### config.mk
export PLATFORM = sky130hd
export DESIGN_NAME = bounded_doubly_linked_list_core
export DESIGN_NICKNAME = d
export VERILOG_FILES = /design/src/rtl/bdll_pkg.sv /design/src/rtl/bdll_datapath.sv /design/src/rtl/bdll_ctrl.sv /design/src/rtl/bounded_doubly_linked_list_core.sv
export SDC_FILE = /design/constraint.sdc
export NUM_CORES = 2
export LEC_CHECK = 0
export ABC_AREA = 1
export BUFFER_PORTS_ARGS = -buffer_cell sky130_fd_sc_hd__buf_2
export CAP_MARGIN = 20
export CORE_MARGIN = 5
export CORE_UTILIZATION = 35
export DETAILED_ROUTE_END_ITERATION = 16
export SYNTH_ARGS = -nofsm -noshare
export SYNTH_HDL_FRONTEND = slang
export SYNTH_SLANG_ARGS = --single-unit
### constraint.sdc
create_clock -name i_clk -period 4.77 [get_ports i_clk]
set_input_delay 0.954 -clock i_clk [delete_from_list [all_inputs] [get_ports i_clk]]
set_output_delay 0.954 -clock i_clk [all_outputs]
set_load 0.03 [all_outputs]
### src/rtl/bdll_pkg.sv
// Package for the bounded doubly linked list core: action and status codes,
// controller command/status structs. No dependencies.
package bdll_pkg;
    localparam int unsigned DefCapacity  = 32;
    localparam int unsigned DefDataWidth = 32;
    localparam int unsigned LinkW        = 7;

    localparam logic [2:0] ActInsFront = 3'd0;
    localparam logic [2:0] ActInsBack  = 3'd1;
    localparam logic [2:0] ActDelVal   = 3'd2;
    localparam logic [2:0] ActDelPos   = 3'd3;
    localparam logic [2:0] ActDisplay  = 3'd4;

    localparam logic [1:0] StOk       = 2'd0;
    localparam logic [1:0] StEmpty    = 2'd1;
    localparam logic [1:0] StNotFound = 2'd2;
    localparam logic [1:0] StFull     = 2'd3;

    typedef enum logic [2:0] {
        OP_NONE   = 3'd0,
        OP_LOAD   = 3'd1, // latch request, cursor <= head
        OP_INSERT = 3'd2, // link a free slot at front/back
        OP_FETCH  = 3'd3, // read cursor slot
        OP_ADV    = 3'd4, // cursor <= next of fetched slot
        OP_UNLK1  = 3'd5, // unlink, step 1: fix prev's next / head
        OP_UNLK2  = 3'd6  // unlink, step 2: fix next's prev / tail, free slot
    } t_op;

    typedef struct packed {
        t_op op;
    } t_cmd;

    typedef struct packed {
        logic [2:0] action;
        logic       list_empty;
        logic       free_empty;
        logic       cur_null;
        logic       match;      // fetched value equals key
        logic       pos_hit;    // step count reached max(position,1)-1
        logic       step_limit; // visited CAPACITY slots
        logic       next_null;  // fetched slot's next is null
    } t_sts;
endpackage

### src/rtl/bdll_datapath.sv
// Datapath of the linked list core: slot memories, head/tail/free registers,
// cursor and request registers. Depends on bdll_pkg.
module bdll_datapath
    import bdll_pkg::*;
#(
    parameter int unsigned CAPACITY   = DefCapacity,
    parameter int unsigned DATA_WIDTH = DefDataWidth
) (
    input  logic                  i_clk,
    input  logic                  i_rst_n,
    input  t_cmd                  i_cmd,
    input  logic [2:0]            i_action,
    input  logic [31:0]           i_item_value,
    input  logic [5:0]            i_position,
    output t_sts                  o_sts,
    output logic [31:0]           o_fetch_value
);
    localparam int unsigned IW = (CAPACITY > 1) ? $clog2(CAPACITY) : 1;
    localparam logic [LinkW-1:0] Nil = LinkW'(CAPACITY);

    logic [DATA_WIDTH-1:0] r_vals [CAPACITY];
    logic [LinkW-1:0]      r_prev [CAPACITY];
    logic [LinkW-1:0]      r_next [CAPACITY];
    logic [LinkW-1:0]      r_head, r_tail, r_free;
    logic [LinkW-1:0]      r_cur, r_fnext, r_fprev;
    logic [DATA_WIDTH-1:0] r_fval, r_key;
    logic [2:0]            r_action;
    logic [5:0]            r_pos;
    logic [LinkW-1:0]      r_steps;

    logic [IW-1:0] cur_i, free_i, head_i, tail_i, fp_i, fn_i;
    assign cur_i  = r_cur[IW-1:0];
    assign free_i = r_free[IW-1:0];
    assign head_i = r_head[IW-1:0];
    assign tail_i = r_tail[IW-1:0];
    assign fp_i   = r_fprev[IW-1:0];
    assign fn_i   = r_fnext[IW-1:0];

    always_ff @(posedge i_clk) begin
        if (!i_rst_n) begin
            r_head <= Nil;
            r_tail <= Nil;
            r_free <= '0;
            for (int i = 0; i < CAPACITY; i++) begin
                r_next[i] <= LinkW'(i + 1);
            end
        end else begin
            unique case (i_cmd.op)
                OP_LOAD: begin
                    r_action <= i_action;
                    // key kept as the low DATA_WIDTH bits of the sign-extended input
                    r_key    <= DATA_WIDTH'($signed(i_item_value));
                    r_pos    <= i_position;
                    r_cur    <= r_head;
                    r_steps  <= '0;
                end
                OP_INSERT: begin
                    r_free        <= r_next[free_i];
                    r_vals[free_i] <= r_key;
                    if (r_head == Nil) begin
                        r_next[free_i] <= Nil;
                        r_prev[free_i] <= Nil;
                        r_head <= r_free;
                        r_tail <= r_free;
                    end else if (r_action == ActInsFront) begin
                        r_next[free_i] <= r_head;
                        r_prev[free_i] <= Nil;
                        r_prev[head_i] <= r_free;
                        r_head <= r_free;
                    end else begin
                        r_next[free_i] <= Nil;
                        r_prev[free_i] <= r_tail;
                        r_next[tail_i] <= r_free;
                        r_tail <= r_free;
                    end
                end
                OP_FETCH: begin
                    r_fval  <= r_vals[cur_i];
                    r_fnext <= r_next[cur_i];
                    r_fprev <= r_prev[cur_i];
                end
                OP_ADV: begin
                    r_cur   <= r_fnext;
                    r_steps <= r_steps + 1'b1;
                end
                OP_UNLK1: begin
                    if (r_fprev != Nil) r_next[fp_i] <= r_fnext;
                    else                r_head       <= r_fnext;
                end
                OP_UNLK2: begin
                    if (r_fnext != Nil) r_prev[fn_i] <= r_fprev;
                    else                r_tail       <= r_fprev;
                    r_next[cur_i] <= r_free;
                    r_free        <= r_cur;
                end
                default: ;
            endcase
        end
    end

    // position q selects element max(q,1); r_steps counts links taken
    logic [6:0] pos_m1;
    assign pos_m1 = (r_pos == 6'd0) ? 7'd0 : {1'b0, r_pos} - 7'd1;

    assign o_sts.action     = r_action;
    assign o_sts.list_empty = (r_head == Nil);
    assign o_sts.free_empty = (r_free == Nil);
    assign o_sts.cur_null   = (r_cur == Nil);
    assign o_sts.match      = (r_fval == r_key);
    assign o_sts.pos_hit    = (7'(r_steps) >= pos_m1);
    assign o_sts.step_limit = (r_steps >= LinkW'(CAPACITY - 1));
    assign o_sts.next_null  = (r_fnext == Nil);
    assign o_fetch_value    = 32'($signed(r_fval));
endmodule

### src/rtl/bdll_ctrl.sv
// Controller state machine of the linked list core; drives datapath commands
// and the output register. Depends on bdll_pkg.
module bdll_ctrl
    import bdll_pkg::*;
(
    input  logic        i_clk,
    input  logic        i_rst_n,
    input  logic        i_in_valid,
    input  logic [2:0]  i_action,
    output logic        o_in_ready,
    input  t_sts        i_sts,
    input  logic [31:0] i_fetch_value,
    output t_cmd        o_cmd,
    output logic        o_out_valid,
    input  logic        i_out_ready,
    output logic [1:0]  o_status,
    output logic [31:0] o_value,
    output logic        o_value_valid,
    output logic        o_last
);
    typedef enum logic [6:0] {
        S_IDLE  = 7'b0000001,
        S_DISP  = 7'b0000010,
        S_FETCH = 7'b0000100,
        S_EVAL  = 7'b0001000,
        S_UNLK1 = 7'b0010000,
        S_UNLK2 = 7'b0100000,
        S_WAIT  = 7'b1000000
    } t_state;

    t_state r_state, n_state;
    logic   r_ov;
    logic   out_free, emit;
    logic [1:0]  e_status;
    logic [31:0] e_value;
    logic        e_vv, e_last;

    assign out_free   = !r_ov || i_out_ready;
    assign o_in_ready = (r_state == S_IDLE);
    assign o_out_valid = r_ov;

    always_comb begin
        n_state  = r_state;
        o_cmd.op = OP_NONE;
        emit     = 1'b0;
        e_status = StOk;
        e_value  = '0;
        e_vv     = 1'b0;
        e_last   = 1'b1;
        unique case (r_state)
            S_IDLE: begin
                if (i_in_valid && i_action <= ActDisplay) begin
                    o_cmd.op = OP_LOAD;
                    n_state  = S_DISP;
                end
            end
            S_DISP: begin
                if (out_free) begin
                    if (i_sts.action == ActInsFront || i_sts.action == ActInsBack) begin
                        emit = 1'b1;
                        if (i_sts.free_empty) e_status = StFull;
                        else o_cmd.op = OP_INSERT;
                        n_state = S_IDLE;
                    end else if (i_sts.list_empty) begin
                        emit = 1'b1;
                        e_status = StEmpty;
                        n_state = S_IDLE;
                    end else begin
                        n_state = S_FETCH;
                    end
                end
            end
            S_FETCH: begin
                if (i_sts.cur_null) begin
                    emit = 1'b1;
                    e_status = StNotFound;
                    n_state = S_WAIT;
                end else begin
                    o_cmd.op = OP_FETCH;
                    n_state  = S_EVAL;
                end
            end
            S_EVAL: begin
                if (i_sts.action == ActDisplay) begin
                    if (out_free) begin
                        emit = 1'b1;
                        e_value = i_fetch_value;
                        e_vv = 1'b1;
                        e_last = i_sts.next_null || i_sts.step_limit;
                        if (e_last) n_state = S_IDLE;
                        else begin
                            o_cmd.op = OP_ADV;
                            n_state = S_FETCH;
                        end
                    end
                end else if ((i_sts.action == ActDelVal) ? i_sts.match : i_sts.pos_hit) begin
                    n_state = S_UNLK1;
                end else if (i_sts.action == ActDelVal && i_sts.step_limit) begin
                    emit = 1'b1;
                    e_status = StNotFound;
                    n_state = S_WAIT;
                end else begin
                    o_cmd.op = OP_ADV;
                    n_state = S_FETCH;
                end
            end
            S_UNLK1: begin
                o_cmd.op = OP_UNLK1;
                n_state  = S_UNLK2;
            end
            S_UNLK2: begin
                o_cmd.op = OP_UNLK2;
                emit = 1'b1;
                e_value = i_fetch_value;
                e_vv = 1'b1;
                n_state = S_WAIT;
            end
            S_WAIT: n_state = S_IDLE;
            default: n_state = S_IDLE;
        endcase
    end

    // emit in FETCH/UNLK2 only follows DISP which required out_free; the
    // output register is therefore empty there, so emit_ok passes emit unguarded
    logic emit_ok;
    assign emit_ok = emit;

    always_ff @(posedge i_clk) begin
        if (!i_rst_n) begin
            r_state <= S_IDLE;
            r_ov    <= 1'b0;
        end else begin
            r_state <= n_state;
            if (emit_ok) r_ov <= 1'b1;
            else if (i_out_ready) r_ov <= 1'b0;
        end
    end

    always_ff @(posedge i_clk) begin
        if (emit_ok) begin
            o_status      <= e_status;
            o_value       <= e_value;
            o_value_valid <= e_vv;
            o_last        <= e_last;
        end
    end
endmodule

### src/rtl/bounded_doubly_linked_list_core.sv
// Top level of the bounded doubly linked list core: controller plus datapath.
// Depends on bdll_pkg, bdll_ctrl, bdll_datapath.
//
// Holds up to CAPACITY signed values in a doubly linked pool with a free
// chain. Each input transfer carries an action (insert front/back, delete by
// value, delete by position, display). Inserts link a free slot without a
// walk; deletes and display walk the list from the head, reading one slot
// at a time. Display gives one output transfer per element with tlast on the
// tail; other actions give one transfer. Unused action codes are dropped.
// The output register holds a result until taken; a new item is taken once
// the previous one has finished.
module bounded_doubly_linked_list_core
    import bdll_pkg::*;
#(
    parameter int unsigned CAPACITY   = DefCapacity,
    parameter int unsigned DATA_WIDTH = DefDataWidth
) (
    input  logic        i_clk,
    input  logic        i_rst_n,
    input  logic        s_axis_tvalid,
    output logic        s_axis_tready,
    input  logic [47:0] s_axis_tdata,  // action[2:0], item_value[34:3], position[40:35]
    output logic        m_axis_tvalid,
    input  logic        m_axis_tready,
    output logic [39:0] m_axis_tdata,  // status[1:0], out_value[33:2], value_valid[34]
    output logic        m_axis_tlast
);
    t_cmd        cmd;
    t_sts        sts;
    logic [31:0] fetch_value, ovalue;
    logic [1:0]  ostatus;
    logic        ovv;

    bdll_datapath #(.CAPACITY(CAPACITY), .DATA_WIDTH(DATA_WIDTH)) u_dp (
        .i_clk, .i_rst_n,
        .i_cmd(cmd),
        .i_action(s_axis_tdata[2:0]),
        .i_item_value(s_axis_tdata[34:3]),
        .i_position(s_axis_tdata[40:35]),
        .o_sts(sts),
        .o_fetch_value(fetch_value)
    );

    bdll_ctrl u_ctrl (
        .i_clk, .i_rst_n,
        .i_in_valid(s_axis_tvalid),
        .i_action(s_axis_tdata[2:0]),
        .o_in_ready(s_axis_tready),
        .i_sts(sts),
        .i_fetch_value(fetch_value),
        .o_cmd(cmd),
        .o_out_valid(m_axis_tvalid),
        .i_out_ready(m_axis_tready),
        .o_status(ostatus),
        .o_value(ovalue),
        .o_value_valid(ovv),
        .o_last(m_axis_tlast)
    );

    assign m_axis_tdata = {5'd0, ovv, ovalue, ostatus};
endmodule

# ---- Word-level counts from Yosys, hierarchy flattened
# Memories as Yosys holds them, arrays and structs flattened. A register that Yosys moved wholly into a read port is not among the register bits.
# Index checks and enable logic that the tools add are counted.
dict set report op_classes {
  mux 109
  n_reduce_logical 24
  n_bitwise 4
  add_sub_neg 2
  eq_ne 29
  order_cmp 3
}
# cell count
set ops {}
lappend ops {{2-to-1 mux 7 bit} 24}
lappend ops {{case mux 7 bit (2 select lines)} 5}
lappend ops {{2-to-1 mux 32 bit} 2}
lappend ops {{case mux 32 bit (2 select lines)} 1}
lappend ops {{2-to-1 mux 1 bit} 47}
lappend ops {{case mux 7 bit (6 select lines)} 1}
lappend ops {{== test 7 x 6 -> 1 bit, second input constant} 5}
lappend ops {{2-to-1 mux 5 bit} 7}
lappend ops {{OR reduction 7 bit} 5}
lappend ops {{== test 32 bit} 1}
lappend ops {{2-to-1 mux 3 bit} 9}
lappend ops {{2-to-1 mux 2 bit} 9}
lappend ops {{case mux 3 bit (6 select lines)} 1}
lappend ops {{inequality test 7 x 6 -> 1 bit, second input constant} 2}
lappend ops {{== test 3 bit, second input constant} 4}
lappend ops {{AND reduction 3 bit} 4}
lappend ops {{== test 3 x 2 -> 1 bit, second input constant} 3}
lappend ops {{nonzero test 2 bit} 4}
lappend ops {{adder 7 x 1 -> 7 bit, second input constant} 1}
lappend ops {{== test 7 x 1 -> 1 bit, second input constant} 1}
lappend ops {{== test 7 x 2 -> 1 bit, second input constant} 1}
lappend ops {{== test 7 x 3 -> 1 bit, second input constant} 1}
lappend ops {{== test 7 x 4 -> 1 bit, second input constant} 1}
lappend ops {{== test 7 x 5 -> 1 bit, second input constant} 1}
lappend ops {{19 further kinds} 31}
dict set report totals {
  memories 3
  word_cells 188
  in_bits 52
  ff_bits 120
  ramBits 1472
  output_inout_bits 43
}
# memory depth width rd rd_ports_with_merged_regs write_ports line_no
set mem_list {}
lappend mem_list {u_dp.r_vals 32 32 1 1 1 bdll_datapath.sv:21} ;# logic [DATA_WIDTH-1:0] r_vals [CAPACITY];
lappend mem_list {u_dp.r_next 32 7 2 2 32 bdll_datapath.sv:23} ;# logic [LinkW-1:0] r_next [CAPACITY];
lappend mem_list {u_dp.r_prev 32 7 1 1 2 bdll_datapath.sv:22} ;# logic [LinkW-1:0] r_prev [CAPACITY];

# ---- Longest topological paths before layout
dict set report logic_depth {
  ltp_word 17
  depth_mapped 20
  ltp_nobuf 20
}

# ---- Hierarchy
# A second synthesis with hierarchy kept.
dict set report hier_totals {
  cells_unflattened 6919
  area_unflattened_um2 74073.5
}
# mod seq_area_each_um2 instances area_per_inst_um2 cells_per_inst
set by_module_without_submodules {}
lappend by_module_without_submodules {bdll_datapath 47755.8 1 71800.1 6677}
lappend by_module_without_submodules {bdll_ctrl 1241.2 1 2224.6 235}
lappend by_module_without_submodules {bounded_doubly_linked_list_core 0.0 1 48.8 7}

# ---- Worst setup path after synthesis
# OpenSTA, ideal clock, no wires.
dict set report synth_timing {
  path_type {flip-flop to flip-flop}
  from {register u_ctrl.r_state[2]}
  to {register u_dp.r_action[0], enable pin}
  setup_time_ns 0.440
  stages_incl_launch_ff 6
  arrival_time_ns 3.703
  slack_ns 0.627
  path_buffers 0
  path_cell_list {dfxtp_1 -> inv_1 -> nand2_2 -> nor4_1 -> nand3_1 -> nor2_1}
}
dict set report synth_via {
  elab_chain_cells 4
  word_cells_on_any_way 9
}
# element line_no
set synth_lines {}
lappend synth_lines {{start, declared} bdll_ctrl.sv:31} ;# t_state r_state, n_state;
lappend synth_lines {{start signal, assigned} bdll_ctrl.sv:133} ;# r_state <= n_state;
lappend synth_lines {{== test 7 x 1 -> 1 bit} -}
lappend synth_lines {{named net s_axis_tready} bounded_doubly_linked_list_core.sv:21} ;# output logic s_axis_tready,
lappend synth_lines {{case mux 3 bit (6 select lines)} bdll_ctrl.sv:50} ;# unique case (r_state)
lappend synth_lines {{== test 3 x 1 -> 1 bit} bdll_datapath.sv:48} ;# unique case (i_cmd.op)
lappend synth_lines {{AND reduction 2 bit (no line)} -}
lappend synth_lines {{end signal, assigned} bdll_datapath.sv:50} ;# r_action <= i_action;
lappend synth_lines {{end, declared} bdll_datapath.sv:27} ;# logic [2:0] r_action;
# The timed path passes the listed nets, and every way through them passes these cells.
# A chain may end at the register's enable or synchronous reset.

# ---- Worst setup path in the final report
dict set report layout_timing {
  from {register u_dp.r_key[15]}
  to {memory u_dp.r_vals[15][15] in the netlist's numbering, enable pin}
}
dict set report layout_via {
  elab_chain_cells 9
}
# element line_no
set layout_lines {}
lappend layout_lines {{start, declared} bdll_datapath.sv:26} ;# logic [DATA_WIDTH-1:0] r_fval, r_key;
lappend layout_lines {{start signal, assigned} bdll_datapath.sv:52} ;# r_key <= DATA_WIDTH'($signed(i_item_value));
lappend layout_lines {{== test 32 bit} bdll_datapath.sv:109} ;# assign o_sts.match = (r_fval == r_key);
lappend layout_lines {{2-to-1 mux 1 bit} bdll_ctrl.sv:96} ;# end else if ((i_sts.action == ActDelVal) ? i_sts.match : i_sts.pos_hit) begin
lappend layout_lines {{2-to-1 mux 3 bit} bdll_ctrl.sv:96}
lappend layout_lines {{2-to-1 mux 3 bit} bdll_ctrl.sv:84} ;# if (i_sts.action == ActDisplay) begin
lappend layout_lines {{case mux 3 bit (6 select lines)} bdll_ctrl.sv:50}
lappend layout_lines {{== test 3 x 2 -> 1 bit} bdll_datapath.sv:48}
lappend layout_lines {{2-to-1 mux 1 bit} bdll_datapath.sv:48}
lappend layout_lines {{2-to-1 mux 1 bit} bdll_datapath.sv:40} ;# if (!i_rst_n) begin
lappend layout_lines {{2-to-1 mux 1 bit (not written as such)} bdll_datapath.sv:59} ;# r_vals[free_i] <= r_key;
lappend layout_lines {{end, declared} bdll_datapath.sv:21}
# No other way between the ends.

==> impl_metrics.json <==
{
  "clk_latency_ns": 0.82,
  "endpoint_kind": "register",
  "dpl.hpwl_um": 135000,
  "holdWs_ns": 0.318,
  "netlist_area_mm2": 0.0722,
  "ys_types": 47,
  "drtAntennaViolNets": 0,
  "yosysSeqAreaShare_pct": 67.9,
  "drc_errors": 0,
  "globalplace.congestion": 0.920,
  "drt-total-wl_um": 230000,
  "initialDrtViolationCount": 7001,
  "yosysWarnings": 0,
  "cp.required_ns": 5.27,
  "p_leak_nw": 27.9,
  "numCtsBuffers": 166,
  "grt_pass1_wl_um": 334000,
  "nFillCells": 19300,
  "hp-class": "in2reg",
  "cts_tree": "yes",
  "yosysMostFrequentCell": "edfxtp_1",
  "fp.dieH_um": 464,
  "arrival_ns": 4.63,
  "layout-drive-gt1-share_pct": 10.1,
  "crit_slowest_cell": "edfxtp_1",
  "relSlewSlack_pct": 21.5,
  "finalSetupTns_ns": 0,
  "peakVddDrop_v": 0.000369,
  "drv_cap": 0,
  "post_cts_resized": 0,
  "min_period_ns": 4.13,
  "cts_buffer_depth": 3,
  "p_int_mw": 23.4,
  "cp-start-kind": "register",
  "critPathMaxStageDelay_ns": 1.07,
  "power_frac_comb_pct": 3.4,
  "area_growth_pct": 15.0,
  "rsz0062_at_grt": "false",
  "grt_pass1_vias": 50600,
  "vias_per_cell": 5.70,
  "io_pins": 95,
  "post_cts_buffers": 0,
  "slew_violations": 0,
  "grt_max_degree": 198,
  "power_frac_clock_pct": 43.6,
  "critical_path_class": "reg2reg",
  "fin_crit_sh_pct": 86.5,
  "vias": 54100,
  "ff_latch_area_mm2": 0.0490,
  "dr.pass1.iters": 6,
  "post-synth-top-area-cell": "edfxtp_1",
  "power.density_mw_per_mm2": 361,
  "async_reset_ff_share_pct": 0,
  "crit_chain": "xnor2_1 -> nand2_1 -> nor2_1 -> nand2_1 -> nor2_1 -> nand3_1 -> buf_4 -> nand3_1 -> nand2_1 -> nand2_1 -> nand3_1 -> nor2_1 -> buf_4 -> nand3_1 -> buf_12 -> nor2_4 -> buf_12",
  "pwr-share-seq_pct": 53.0,
  "sw_frac_of_total_pct": 21.8,
  "hold_viol": 0,
  "die-area_mm2": 0.215,
  "hold_buffers": 0,
  "timing_worst_slew_pin_value_ns": 1.18,
  "antenna_found_initial": 7,
  "synth-edff-count": 1609,
  "gr-usage-all-layers_pct": 20.5,
  "ys.flop_type": "edfxtp_1",
  "fin_nets": 6732,
  "synth_top_area_share_pct": 67.0,
  "worst-path-buf-inv": 4,
  "fp.dieW_um": 464,
  "status": "completed",
  "cp_top_family": "simple AND/OR/NAND/NOR gates",
  "synthCells": 6611,
  "preCtsSetupSlack_ns": 0.713,
  "core_area_mm2": 0.205,
  "avgSynthCellArea_um2": 10.9,
  "p_switching_mw": 6.51,
  "finClkSkew_ns": 0.0292,
  "wl_per_cell_um": 24.2,
  "root_buffer": "clkbuf_16",
  "synth-seq-cells": 1643,
  "crit_fanout": 33,
  "clkTransAtPathRegs_ns": 0.06,
  "rows": 166,
  "initial_core_util_pct": 35.2,
  "finalSetupViolations": 0,
  "max_freq_mhz": 242,
  "overflow": 0,
  "setup_ws_ns": 0.644,
  "synth.area.top_cells": "edfxtp_1 67%, o21ai_0 8.7%, nor2_1 5.3%",
  "multi_input_area_mm2": 0.0204,
  "port_buffers": 82,
  "yosys-top-cells-count": "1609 x edfxtp_1, 1250 x o21ai_0, 1010 x nor2_1",
  "cts_sinks": 1643,
  "htree_levels": 4
}
## power by group through the flow
stage | combinational (mW) | sequential, mW | clock (mW)
2_1_floorplan | 0.573 | 16.2 | 0
3_3_place_gp | 0.973 | 16.2 | 0
3_5_place_dp | 0.990 | 16.2 | 0
4_1_cts | 0.993 | 15.9 | 13.2
5_1_grt | 1.09 | 15.9 | 13.8
6_report | 1.01 | 15.9 | 13.1
## routing by layer
metal / wire length, um / track usage [%] / vias up
met4: 9630 / 8.26 / 6
li1: - / - / 24100
met1: 93600 / 27.9 / 26400
met2: 105000 / 32.3 / 3061
met3: 21700 / 3.73 / 591
met5: 48 / 0 / -
## logic make-up after synthesis
group,Yosys count,synth area share [%]
adders and majority gates,9,0.156
other,2,0.0104
xor gates and xnor gates,30,0.364
buffers and inverters,808,4.26
DFF,1643,67.9
AOI/OAI and AO/OA,2039,15.7
muxes,4,0.0555
and+or+nand+nor,2076,11.6
## state kept, by name (all words and copies together), names as in the netlist, 32 cells and up, named ones only
signal,flops
u_dp.o_fetch_value,32
u_ctrl.o_value,32
u_dp.r_prev,224
u_dp.r_key,32
u_dp.r_next,224
u_dp.r_vals,1024
## per-stage QoR
step	cell area, um2	util (%)	std cells	power, mW
floorplan	72200	-	6615	16.8
global placement	77500	37.9	9188	17.1
detailed placement	77500	37.9	9189	17.2
CTS	82900	40.5	9498	30.1
global route	83000	40.5	9501	30.8
finish	83000	40.5	9502	29.9
## worst paths after layout
path	slack, ns	startpoint	depth (start not counted)	to
hold / removal	0.32	s_axis_tdata[21]	1	u_dp.r_key[18]
hold reg to reg	0.46	u_dp.r_tail[6]	2	u_dp.r_tail[6]
setup / recovery	0.64	u_dp.r_key[15]	17	u_dp.r_vals[15][15]
setup reg to reg	0.64	u_dp.r_key[15]	17	u_dp.r_vals[15][15]
## worst reg2reg max path, stage by stage (launching register included)
cell      delay (ns)
edfxtp_1        1.07
xnor2_1         0.22
nand2_1         0.15
nor2_1          0.11
nand2_1         0.06
nor2_1          0.26
nand3_1         0.13
buf_4           0.20
nand3_1         0.11
nand2_1         0.07
nand2_1         0.08
nand3_1         0.14
nor2_1          0.19
buf_4           0.19
nand3_1         0.12
buf_12          0.23
nor2_4          0.24
buf_12          0.23
## area by class of cell
cell class,count,share of cell area [%]
antenna,2,0.00603
clock buffer,202,5.22
clock inverter,107,1.27
inverter,338,1.55
multi-input combinational,4164,24.6
sequential,1643,59.1
tap,2688,4.05
timing repair buffer,358,4.23
## layout by cell type (no fill, tap or decap), types with 82 or more instances in the layout
master and instances:
a21oi_1 232, buf_2 82, buf_4 193, clkbuf_16 168, edfxtp_1 1609, inv_1 320
nand2_1 749, nand3_1 214, nor2_1 974, o21ai_0 1246, o221ai_1 104, o22ai_1 217
(Power assumes the default switching activity.)
